**src/rtl/core/lss_pkg.sv**
```systemverilog
// ----------------------------------------------------------------------------
// Lottery slot select package
// Shared widths, codes, reset seeds and generator constants.
// ----------------------------------------------------------------------------
package lss_pkg;

  localparam int unsigned NUM_SLOTS_DEF   = 64;
  localparam int unsigned TICKET_BITS_DEF = 16;

  localparam int unsigned SLOT_W     = 6;
  localparam int unsigned TICKETS_W  = 16;
  localparam int unsigned WINNER_W   = 6;
  localparam int unsigned RNG_W      = 32;
  localparam int unsigned CFG_IDX_W  = 1;
  localparam int unsigned CFG_DATA_W = 32;

  localparam logic KIND_WRITE = 1'b0;
  localparam logic KIND_DRAW  = 1'b1;

  localparam logic [CFG_IDX_W-1:0] CFG_SEED_Z = 1'b0;
  localparam logic [CFG_IDX_W-1:0] CFG_SEED_W = 1'b1;

  localparam logic [RNG_W-1:0] SEED_Z_RESET = 32'h45acbd23;
  localparam logic [RNG_W-1:0] SEED_W_RESET = 32'h7845ff2a;
  localparam logic [15:0]      MWC_Z_MUL    = 16'd36969;
  localparam logic [15:0]      MWC_W_MUL    = 16'd18000;

  typedef struct packed {
    logic load_z;
    logic load_w;
    logic step;
  } gen_ctrl_t;

endpackage

```
**src/rtl/core/lss_if.sv**
```systemverilog
// ----------------------------------------------------------------------------
// Lottery slot select channels
// Valid/ready channels for slot and draw requests and for draw results.
// ----------------------------------------------------------------------------
interface lss_in_if;
  logic                        valid;
  logic                        ready;
  logic                        kind;
  logic [lss_pkg::SLOT_W-1:0]    slot;
  logic                        runnable;
  logic [lss_pkg::TICKETS_W-1:0] tickets;

  modport source(output valid, kind, slot, runnable, tickets, input ready);
  modport sink(input valid, kind, slot, runnable, tickets, output ready);
endinterface

interface lss_out_if;
  logic                       valid;
  logic                       ready;
  logic [lss_pkg::WINNER_W-1:0] winner;
  logic                       found;

  modport source(output valid, winner, found, input ready);
  modport sink(input valid, winner, found, output ready);
endinterface

```
**src/rtl/core/lss_slot_mem.sv**
```systemverilog
// ----------------------------------------------------------------------------
// Slot table
// One-port-write, one-port-read synchronous memory of runnable flags and
// ticket counts, with a valid bit per entry so that unwritten slots read empty.
// ----------------------------------------------------------------------------
module lss_slot_mem #(
  parameter int unsigned NUM_SLOTS   = lss_pkg::NUM_SLOTS_DEF,
  parameter int unsigned TICKET_BITS = lss_pkg::TICKET_BITS_DEF,
  localparam int unsigned IDX_W      = $clog2(NUM_SLOTS)
) (
  input  logic                   clk_i,
  input  logic                   rst_ni,
  input  logic                   we_i,
  input  logic [IDX_W-1:0]       waddr_i,
  input  logic                   wactive_i,
  input  logic [TICKET_BITS-1:0] wtickets_i,
  input  logic                   re_i,
  input  logic [IDX_W-1:0]       raddr_i,
  output logic                   ractive_o,
  output logic [TICKET_BITS-1:0] rtickets_o
);

  logic [TICKET_BITS:0]   mem [NUM_SLOTS];
  logic [NUM_SLOTS-1:0]   valid_q;
  logic [TICKET_BITS:0]   rdata_q;
  logic                   rvalid_q;

  always_ff @(posedge clk_i) begin
    if (we_i) begin
      mem[waddr_i] <= {wactive_i, wtickets_i};
    end
    if (re_i) begin
      rdata_q <= mem[raddr_i];
    end
  end

  always_ff @(posedge clk_i or negedge rst_ni) begin
    if (!rst_ni) begin
      valid_q  <= '0;
      rvalid_q <= 1'b0;
    end else begin
      if (we_i) begin
        valid_q[waddr_i] <= 1'b1;
      end
      if (re_i) begin
        rvalid_q <= valid_q[raddr_i];
      end
    end
  end

  assign ractive_o  = rvalid_q & rdata_q[TICKET_BITS];
  assign rtickets_o = rvalid_q ? rdata_q[TICKET_BITS-1:0] : '0;

endmodule

```
**src/rtl/core/lss_mwc.sv**
```systemverilog
// ----------------------------------------------------------------------------
// Multiply-with-carry generator
// Two 32-bit halves, each advanced by a 16 by 16 bit multiply and an add.
// ----------------------------------------------------------------------------
module lss_mwc (
  input  logic                            clk_i,
  input  logic                            rst_ni,
  input  lss_pkg::gen_ctrl_t              ctrl_i,
  input  logic [lss_pkg::CFG_DATA_W-1:0]  seed_i,
  output logic [lss_pkg::RNG_W-1:0]       rand_o
);

  logic [lss_pkg::RNG_W-1:0] gen_z_q, gen_z_d;
  logic [lss_pkg::RNG_W-1:0] gen_w_q, gen_w_d;
  logic [lss_pkg::RNG_W-1:0] z_prod, w_prod;

  assign z_prod = 32'(lss_pkg::MWC_Z_MUL) * 32'(gen_z_q[15:0]);
  assign w_prod = 32'(lss_pkg::MWC_W_MUL) * 32'(gen_w_q[15:0]);

  always_comb begin
    gen_z_d = gen_z_q;
    gen_w_d = gen_w_q;
    if (ctrl_i.step) begin
      gen_z_d = z_prod + {16'd0, gen_z_q[31:16]};
      gen_w_d = w_prod + {16'd0, gen_w_q[31:16]};
    end
    if (ctrl_i.load_z) begin
      gen_z_d = 32'(seed_i);
    end
    if (ctrl_i.load_w) begin
      gen_w_d = 32'(seed_i);
    end
  end

  always_ff @(posedge clk_i or negedge rst_ni) begin
    if (!rst_ni) begin
      gen_z_q <= lss_pkg::SEED_Z_RESET;
      gen_w_q <= lss_pkg::SEED_W_RESET;
    end else begin
      gen_z_q <= gen_z_d;
      gen_w_q <= gen_w_d;
    end
  end

  assign rand_o = {gen_z_q[15:0], 16'd0} + gen_w_q;

endmodule

```
**src/rtl/core/lss_div.sv**
```systemverilog
// ----------------------------------------------------------------------------
// Iterative remainder unit
// Restoring division, one dividend bit per cycle, giving the remainder only.
// ----------------------------------------------------------------------------
module lss_div #(
  parameter int unsigned SUM_W = 22
) (
  input  logic                      clk_i,
  input  logic                      rst_ni,
  input  logic                      start_i,
  input  logic [lss_pkg::RNG_W-1:0] dividend_i,
  input  logic [SUM_W-1:0]          divisor_i,
  output logic                      done_o,
  output logic [SUM_W-1:0]          rem_o
);

  localparam int unsigned CNT_W = $clog2(lss_pkg::RNG_W + 1);

  logic                      busy_q;
  logic                      done_q;
  logic [CNT_W-1:0]          cnt_q;
  logic [lss_pkg::RNG_W-1:0] dvd_q;
  logic [SUM_W-1:0]          dvs_q;
  logic [SUM_W-1:0]          rem_q;
  logic [SUM_W:0]            trial;
  logic [SUM_W:0]            diff;
  logic [SUM_W-1:0]          rem_d;

  assign trial = {rem_q, dvd_q[lss_pkg::RNG_W-1]};
  assign diff  = trial - {1'b0, dvs_q};
  assign rem_d = (trial >= {1'b0, dvs_q}) ? diff[SUM_W-1:0] : trial[SUM_W-1:0];

  always_ff @(posedge clk_i or negedge rst_ni) begin
    if (!rst_ni) begin
      busy_q <= 1'b0;
      done_q <= 1'b0;
      cnt_q  <= '0;
    end else begin
      done_q <= 1'b0;
      if (start_i) begin
        busy_q <= 1'b1;
        cnt_q  <= CNT_W'(lss_pkg::RNG_W);
      end else if (busy_q) begin
        cnt_q <= cnt_q - 1'b1;
        if (cnt_q == CNT_W'(1)) begin
          busy_q <= 1'b0;
          done_q <= 1'b1;
        end
      end
    end
  end

  always_ff @(posedge clk_i) begin
    if (start_i) begin
      dvd_q <= dividend_i;
      dvs_q <= divisor_i;
      rem_q <= '0;
    end else if (busy_q) begin
      dvd_q <= {dvd_q[lss_pkg::RNG_W-2:0], 1'b0};
      rem_q <= rem_d;
    end
  end

  assign done_o = done_q;
  assign rem_o  = rem_q;

endmodule

```
**src/rtl/core/lottery_slot_select.sv**
```systemverilog
// ----------------------------------------------------------------------------
// Lottery slot select
// A write item is accepted only while idle. A draw makes one table scan for
// the total and, if that is nonzero, 32 remainder steps and a second scan that
// stops at the winner; the single slot table port makes the scans serial.
// Reset is asynchronous; the table reads empty at once, with no clearing pass.
// ----------------------------------------------------------------------------
module lottery_slot_select #(
  parameter int unsigned NUM_SLOTS   = lss_pkg::NUM_SLOTS_DEF,
  parameter int unsigned TICKET_BITS = lss_pkg::TICKET_BITS_DEF
) (
  input  logic                            clk_i,
  input  logic                            rst_ni,
  lss_in_if.sink                          in_i,
  lss_out_if.source                       out_o,
  input  logic                            cfg_we_i,
  input  logic [lss_pkg::CFG_IDX_W-1:0]   cfg_idx_i,
  input  logic [lss_pkg::CFG_DATA_W-1:0]  cfg_data_i
);

  localparam int unsigned IDX_W = $clog2(NUM_SLOTS);
  localparam int unsigned SUM_W = TICKET_BITS + IDX_W;
  localparam logic [IDX_W-1:0] LAST_IDX = IDX_W'(NUM_SLOTS - 1);

  typedef enum logic [2:0] {
    ST_IDLE,
    ST_SUM,
    ST_DIV,
    ST_PICK,
    ST_OUT
  } state_e;

  state_e                     state_q;
  logic [IDX_W-1:0]           cnt_q;
  logic                       issue_q;
  logic                       rd_vld_q;
  logic                       rd_last_q;
  logic [IDX_W-1:0]           rd_idx_q;
  logic [SUM_W-1:0]           acc_q;
  logic [SUM_W-1:0]           pick_q;
  logic [IDX_W-1:0]           win_q;
  logic                       found_q;
  logic                       out_valid_q;
  logic [lss_pkg::WINNER_W-1:0] out_winner_q;
  logic                       out_found_q;

  logic                       in_xfer;
  logic                       wr_en;
  logic [TICKET_BITS-1:0]     wr_tickets;
  logic                       rd_active;
  logic [TICKET_BITS-1:0]     rd_tickets;
  logic [SUM_W-1:0]           acc_d;
  logic                       div_start;
  logic                       div_done;
  logic [SUM_W-1:0]           div_rem;
  logic [lss_pkg::RNG_W-1:0]  rand_word;
  lss_pkg::gen_ctrl_t         gen_ctrl;

  assign in_i.ready = (state_q == ST_IDLE);
  assign in_xfer    = in_i.valid && in_i.ready;
  assign wr_en      = in_xfer && (in_i.kind == lss_pkg::KIND_WRITE) &&
                      (32'(in_i.slot) < 32'(NUM_SLOTS));
  assign wr_tickets = TICKET_BITS'(in_i.tickets);

  assign gen_ctrl.step   = in_xfer && (in_i.kind == lss_pkg::KIND_DRAW);
  assign gen_ctrl.load_z = cfg_we_i && (cfg_idx_i == lss_pkg::CFG_SEED_Z);
  assign gen_ctrl.load_w = cfg_we_i && (cfg_idx_i == lss_pkg::CFG_SEED_W);

  assign acc_d     = acc_q + (rd_active ? SUM_W'(rd_tickets) : '0);
  assign div_start = (state_q == ST_SUM) && rd_vld_q && rd_last_q && (acc_d != '0);

  lss_slot_mem #(
    .NUM_SLOTS   (NUM_SLOTS),
    .TICKET_BITS (TICKET_BITS)
  ) u_slot_mem (
    .clk_i      (clk_i),
    .rst_ni     (rst_ni),
    .we_i       (wr_en),
    .waddr_i    (IDX_W'(in_i.slot)),
    .wactive_i  (in_i.runnable),
    .wtickets_i (wr_tickets),
    .re_i       (issue_q),
    .raddr_i    (cnt_q),
    .ractive_o  (rd_active),
    .rtickets_o (rd_tickets)
  );

  lss_mwc u_mwc (
    .clk_i  (clk_i),
    .rst_ni (rst_ni),
    .ctrl_i (gen_ctrl),
    .seed_i (cfg_data_i),
    .rand_o (rand_word)
  );

  lss_div #(
    .SUM_W (SUM_W)
  ) u_div (
    .clk_i      (clk_i),
    .rst_ni     (rst_ni),
    .start_i    (div_start),
    .dividend_i (rand_word),
    .divisor_i  (acc_d),
    .done_o     (div_done),
    .rem_o      (div_rem)
  );

  always_ff @(posedge clk_i or negedge rst_ni) begin
    if (!rst_ni) begin
      state_q     <= ST_IDLE;
      cnt_q       <= '0;
      issue_q     <= 1'b0;
      rd_vld_q    <= 1'b0;
      rd_last_q   <= 1'b0;
      rd_idx_q    <= '0;
      acc_q       <= '0;
      pick_q      <= '0;
      win_q       <= '0;
      found_q     <= 1'b0;
      out_valid_q <= 1'b0;
      out_winner_q <= '0;
      out_found_q <= 1'b0;
    end else begin
      rd_vld_q <= issue_q;
      if (issue_q) begin
        cnt_q     <= cnt_q + 1'b1;
        rd_idx_q  <= cnt_q;
        rd_last_q <= (cnt_q == LAST_IDX);
        if (cnt_q == LAST_IDX) begin
          issue_q <= 1'b0;
        end
      end
      if (out_valid_q && out_o.ready) begin
        out_valid_q <= 1'b0;
      end

      unique case (state_q)
        ST_IDLE: begin
          if (gen_ctrl.step) begin
            cnt_q   <= '0;
            issue_q <= 1'b1;
            acc_q   <= '0;
            state_q <= ST_SUM;
          end
        end
        ST_SUM: begin
          if (rd_vld_q) begin
            acc_q <= acc_d;
            if (rd_last_q) begin
              if (acc_d == '0) begin
                win_q   <= '0;
                found_q <= 1'b0;
                state_q <= ST_OUT;
              end else begin
                state_q <= ST_DIV;
              end
            end
          end
        end
        ST_DIV: begin
          if (div_done) begin
            pick_q  <= div_rem;
            acc_q   <= '0;
            cnt_q   <= '0;
            issue_q <= 1'b1;
            state_q <= ST_PICK;
          end
        end
        ST_PICK: begin
          if (rd_vld_q) begin
            acc_q <= acc_d;
            if (rd_active && (acc_d > pick_q)) begin
              win_q   <= rd_idx_q;
              found_q <= 1'b1;
              issue_q <= 1'b0;
              state_q <= ST_OUT;
            end
          end
        end
        ST_OUT: begin
          if (!out_valid_q || out_o.ready) begin
            out_valid_q  <= 1'b1;
            out_winner_q <= lss_pkg::WINNER_W'(win_q);
            out_found_q  <= found_q;
            state_q      <= ST_IDLE;
          end
        end
        default: begin
          state_q <= ST_IDLE;
        end
      endcase
    end
  end

  assign out_o.valid  = out_valid_q;
  assign out_o.winner = out_winner_q;
  assign out_o.found  = out_found_q;

endmodule

```
**src/flat_wrapper.sv**
```systemverilog
// flat-port wrapper written by rule: the top's interface ports become plain ports
module lottery_slot_select_flat 
#(
  parameter int unsigned NUM_SLOTS   = lss_pkg::NUM_SLOTS_DEF,
  parameter int unsigned TICKET_BITS = lss_pkg::TICKET_BITS_DEF
)
  (clk_i, rst_ni, cfg_we_i, cfg_idx_i, cfg_data_i, in_i_valid, in_i_kind, in_i_slot, in_i_runnable, in_i_tickets, in_i_ready, out_o_valid, out_o_winner, out_o_found, out_o_ready);
  lss_in_if in_i_i ();
  lss_out_if out_o_i ();
  input  logic clk_i;
  input  logic rst_ni;
  input  logic cfg_we_i;
  input  logic [lss_pkg::CFG_IDX_W-1:0] cfg_idx_i;
  input  logic [lss_pkg::CFG_DATA_W-1:0] cfg_data_i;
  input wire logic [$bits(in_i_i.valid)-1:0] in_i_valid;
  input wire logic [$bits(in_i_i.kind)-1:0] in_i_kind;
  input wire logic [$bits(in_i_i.slot)-1:0] in_i_slot;
  input wire logic [$bits(in_i_i.runnable)-1:0] in_i_runnable;
  input wire logic [$bits(in_i_i.tickets)-1:0] in_i_tickets;
  output wire logic [$bits(in_i_i.ready)-1:0] in_i_ready;
  output wire logic [$bits(out_o_i.valid)-1:0] out_o_valid;
  output wire logic [$bits(out_o_i.winner)-1:0] out_o_winner;
  output wire logic [$bits(out_o_i.found)-1:0] out_o_found;
  input wire logic [$bits(out_o_i.ready)-1:0] out_o_ready;
  assign in_i_i.valid = in_i_valid;
  assign in_i_i.kind = in_i_kind;
  assign in_i_i.slot = in_i_slot;
  assign in_i_i.runnable = in_i_runnable;
  assign in_i_i.tickets = in_i_tickets;
  assign in_i_ready = in_i_i.ready;
  assign out_o_valid = out_o_i.valid;
  assign out_o_winner = out_o_i.winner;
  assign out_o_found = out_o_i.found;
  assign out_o_i.ready = out_o_ready;
  lottery_slot_select #(.NUM_SLOTS(NUM_SLOTS), .TICKET_BITS(TICKET_BITS)) u_core (.clk_i(clk_i), .rst_ni(rst_ni), .in_i(in_i_i), .out_o(out_o_i), .cfg_we_i(cfg_we_i), .cfg_idx_i(cfg_idx_i), .cfg_data_i(cfg_data_i));
endmodule
```
**config.mk**
```make
export PLATFORM = sky130hd
export DESIGN_NAME = lottery_slot_select_flat
export DESIGN_NICKNAME = d
export VERILOG_FILES = /design/src/rtl/core/lss_pkg.sv /design/src/rtl/core/lss_if.sv /design/src/rtl/core/lss_slot_mem.sv /design/src/rtl/core/lss_mwc.sv /design/src/rtl/core/lss_div.sv /design/src/rtl/core/lottery_slot_select.sv /design/src/flat_wrapper.sv
export SDC_FILE = /design/constraint.sdc
export NUM_CORES = 2
export LEC_CHECK = 0
export ABC_AREA = 0
export BUFFER_PORTS_ARGS = -buffer_cell sky130_fd_sc_hd__buf_4
export CORE_MARGIN = 8
export CORE_UTILIZATION = 55
export DETAILED_ROUTE_END_ITERATION = 8
export HOLD_SLACK_MARGIN = 0.05
export PLACE_DENSITY = 0.68
export SLEW_MARGIN = 20
export SYNTH_ARGS = -nofsm -noshare
export SYNTH_HDL_FRONTEND = slang
export SYNTH_SLANG_ARGS = --single-unit
```
**constraint.sdc**
```tcl
create_clock -name clk_i -period 10.15 [get_ports clk_i]
set_input_delay 1.015 -clock clk_i [delete_from_list [all_inputs] [get_ports clk_i]]
set_output_delay 1.015 -clock clk_i [all_outputs]
set_load 0.005 [all_outputs]
```
==> results by stage <==
Logic synthesis:
- The biggest area contributor in the post-synthesis netlist is edfxtp_1.
- Counting flops with a built-in enable in the synthesized netlist gives 1,159.
- The share of synthesized area in the top cell type comes to 53.3%.
- The cell area that synthesis handed to floorplanning was 65,300 sq um.
- Sequential elements use 62.2% of the synthesized area.
- The count of cell types in the netlist is 76.
- Counting flops and latches in the post-synthesis netlist gives 1,395.
- The synthesized area divided by synthesized cell count is 16.1 sq um.
- The count of warnings emitted by yosys is 0.
- Counting every instance in the synthesized netlist gives 4,068.
- Among all flip-flop cells after synthesis, the most frequent one is edfxtp_1.
- The fraction of registers with async set/reset is 15.3%.
- Counting every net in the synthesized netlist gives 4,552.
- Sorting the synthesized cells by area gives the leading types as edfxtp_1 53%, mux4_2 13%, dfrtp_1 6.9%.

STA:
- For the pin with the worst max-slew slack, the measured transition is 1.07 ns.
- Setup repair after global routing left no endpoint under its margin.
- Once routing completed, OpenROAD measured the worst setup slack at 3.94 ns.
- The worst relative slew slack is 28.4%.
- Summed over all failing endpoints, the final setup total negative slack is 0 ns.
- The final worst-path cycle share is 61.2%.
- Clock skew on the completed layout was measured at 0.0497 ns.
- The number of hold violations in the final report came to 0.
- The number of max-slew violations in the final report is 0.
- The clock period minus worst slack is 6.21 ns.
- Derived from the worst setup path, the maximum achievable clock frequency is 161 MHz.
- Setup violations remaining at the end of the flow were counted as 0.
- The minimum hold slack is 0.197 ns.

Critical path:
- Data arrives at the worst endpoint at 6.85 ns.
- STA classifies the critical path endpoint as a flop.
- In this design, the stage delay of the slowest critical-path cell is 0.62 ns.
- The worst setup slack for register-to-register paths is 3.94 ns.
- STA puts the critical path data required time at 10.79 ns.
- Of all nets on the critical path, the largest fanout is 7.
- The endpoint identified for the worst register-to-register timing path is u_core.u_mwc.gen_z_q[28].
- In this run the critical register-to-register path is launched from u_core.u_mwc.gen_z_q[8].
- The critical path class is flop to flop.
- The worst-case reg-to-reg path depth is 21.
- The kind of start point of the critical path is a flop.
- Walking the worst path, the cells encountered are inv_1 -> ha_1 -> inv_1 -> ha_1 -> fa_1 -> inv_1 -> fa_1 -> inv_1 -> fa_1 -> fa_1 -> ha_1 -> and2_1 -> a221o_1 -> a2111oi_0 -> o21ai_0 -> a31o_2 -> a21oi_1 -> nor2_1 -> a211oi_1 -> xnor2_1 -> a221o_1.
- The cell at the slowest stage of the critical path is dfstp_2.

Global routing:
- The global-route usage over all layers is 23.7%.
- Global routing consumed, on the met3 layer, 4.67% of the routing resources.
- The largest net degree at the start of global routing is 146.
- The number of antenna violations at the first check in global routing is 7.
- The first global-routing pass estimated 233,000 microns of wire.
- The total congestion overflow after global routing is 0.
- For met2 alone, demand over resource in global routing was 38.8%.
- The met1 usage is 32.5%.
- After global routing, the most crowded layer is met2.
- The via count of the first global-routing pass is 36,115.

Final layout:
- The filler cell count in the final layout is 8,568.
- From synthesis to final layout, the design area changed by 11.2%.
- The post-route netlist has 22.4% of its cells at a drive strength greater than 1.
- The most frequent standard cell in the layout excluding fill and tap cells is edfxtp_1.
- The library cells used most frequently in the layout, excluding fill and tap cells, are 1,159 x edfxtp_1, 366 x mux4_2, 331 x ha_1.
- The number of nets in the layout is 4,696.

Drt:
- For this run, design rule violations remaining after detail routing come to 0.
- The wire length per cell is 26.5 microns.
- The routed layout has 35,838 vias.
- The routed wire length is 155,000 microns.
- The via density per instance is 6.11.
- After the first detailed-routing iteration, the DRC count stood at 3,213.
- The count of nets left with antenna violations once routing finished came out at 0.
- The number of optimization iterations in the first detailed-route pass is 5.

Clock network:
- The CTS tree is built.
- The number of buffers created by CTS is 143.
- The clock net in this run drives a total of 1,395 sinks.
- The post-cts hold buffer count is 0.
- The clock-pin transition on the worst setup and hold timing paths is 0.06 ns.
- Once the clock tree was built, the resizer swapped 0 gates to a different size.
- At the later pin of the worst-skew pair, clock insertion delay measures 0.76 ns.
- The number of buffers on the longest clock path is 3.
- The level count of the clock H-tree is 4.
- The CTS root buffer is clkbuf_16.
- After clock tree synthesis, the setup repair step added 0 buffers.

Place:
- Detailed placement ended at an HPWL of 96,400 microns.
- At the end of routability-driven placement, the weighted congestion stood at 0.873.
- Port buffering added 70 buffers.
- The worst slack at placement is 3.94 ns.

Run status:
- The flow ran to the end, and the final reports show no timing, DRC or antenna violations.

Floorplan:
- After floorplanning, the core was sized to cover 118,000 sq um.
- Measured along the y axis, the die boundary spans 361 microns.
- The die footprint is 130,000 sq um.
- From left edge to right edge, the die measures 361 microns.
- During I/O placement, the number of pins put on the boundary was 71.
- The initialized floorplan defines 126 standard-cell rows.
- The initial utilization of the core area, before any placement, comes to 55.4%.

Flow run:
- Across the run, the number of max-cap violations was 0.

Min path:
- The class of the tightest hold or removal check is primary input to async pin.
## sequential cells by signal, indices dropped and copies added, names as in the netlist, 17 cells and up
signal and cells:
u_core.u_mwc.gen_z_q 32, u_core.acc_q 22, u_core.u_slot_mem.rdata_q 17, u_core.u_div.dvd_q 32, u_core.u_slot_mem.mem 1088, u_core.u_div.rem_o 22, u_core.u_div.dvs_q 22, u_core.u_slot_mem.valid_q 64
u_core.u_mwc.gen_w_q 32, u_core.pick_q 22
## worst max-delay path: cells and delay by family (launching register included)
family | cells | cell delay, ns
AND/OR/NAND/NOR | 2 | 0.29
buffers and inverters | 4 | 0.25
XOR/XNOR | 1 | 0.09
adder cells (fa/ha/maj) | 7 | 2.85
AO/OA/AOI/OAI | 7 | 2.00
flip-flops | 1 | 0.62
## cells by family after synthesis
logic type	share of synthesized area, %
compound gates	5.31
xor+xnor	1.61
fa+ha+maj	9.13
buf+inv	2.41
flops	62.2
mux	14.0
simple gates	5.32
## how the worst max path moves through the flow
stage / from / to / slack (ns) / depth (start not counted)
detailed placement: u_core.u_mwc.gen_z_q[8] / u_core.u_mwc.gen_z_q[28] / 3.94 / 21
CTS: u_core.u_mwc.gen_z_q[8] / u_core.u_mwc.gen_z_q[28] / 3.91 / 21
global route: u_core.u_slot_mem.rdata_q[16] / u_core.win_q[2] / 3.52 / 20
finish: u_core.u_mwc.gen_z_q[8] / u_core.u_mwc.gen_z_q[28] / 3.94 / 21
floorplan: u_core.u_mwc.gen_z_q[8] / u_core.u_mwc.gen_z_q[28] / 4.29 / 21
global placement: u_core.u_mwc.gen_z_q[8] / u_core.u_mwc.gen_z_q[28] / 4.01 / 21
## cell usage after synthesis (all sizes together), types with 8 or more instances
cell type,count
nand4,15
buf,43
a22o,20
nor3,39
mux2,47
fa,91
a31oi,33
edfxtp,1159
mux4,366
a21oi,161
o22ai,17
nor2b,20
or2,78
o21ai,134
a211oi,26
dfxtp,22
o211ai,15
nor2,207
o31ai,8
o21bai,13
inv,247
xor2,44
dfrtp,180
mux2i,29
o221ai,8
ha,331
nand2,201
nand3,46
clkbuf,122
and3,44
a21o,45
o21a,17
or3,9
xnor2,76
nor4,10
nand2b,18
and2,11
dfstp,34
## area by class of cell
cell class	count	area [sq um]	share of cell area [%]
clock buffers	191	3840	5.28
flip-flops and latches	1395	40700	55.9
diodes	2	5.00	0.00688
multi-input cells	2261	23300	32.1
clock inverters	67	763	1.05
repair buffers	164	1260	1.74
inverters	247	927	1.28
well taps	1536	1920	2.64
## per-layer routing
| layer | wire length, microns | up-vias |
|---|---|---|
| li1 | - | 15995 |
| met1 | 63700 | 18370 |
| met2 | 75700 | 1221 |
| met3 | 11300 | 244 |
| met4 | 4520 | 8 |
| met5 | 56 | - |
## through the flow
| step | instances | utilization, % | area (sq um) |
|---|---|---|---|
| floorplan | 4068 | - | 65300 |
| global placement | 5603 | 57.7 | 68100 |
| detailed placement | 5603 | 57.7 | 68100 |
| CTS | 5861 | 61.6 | 72700 |
| global route | 5861 | 61.6 | 72700 |
| finish | 5863 | 61.6 | 72700 |
Power is not shown: default switching activity piles up to over one toggle a cycle in this logic, so the estimate is an artifact.
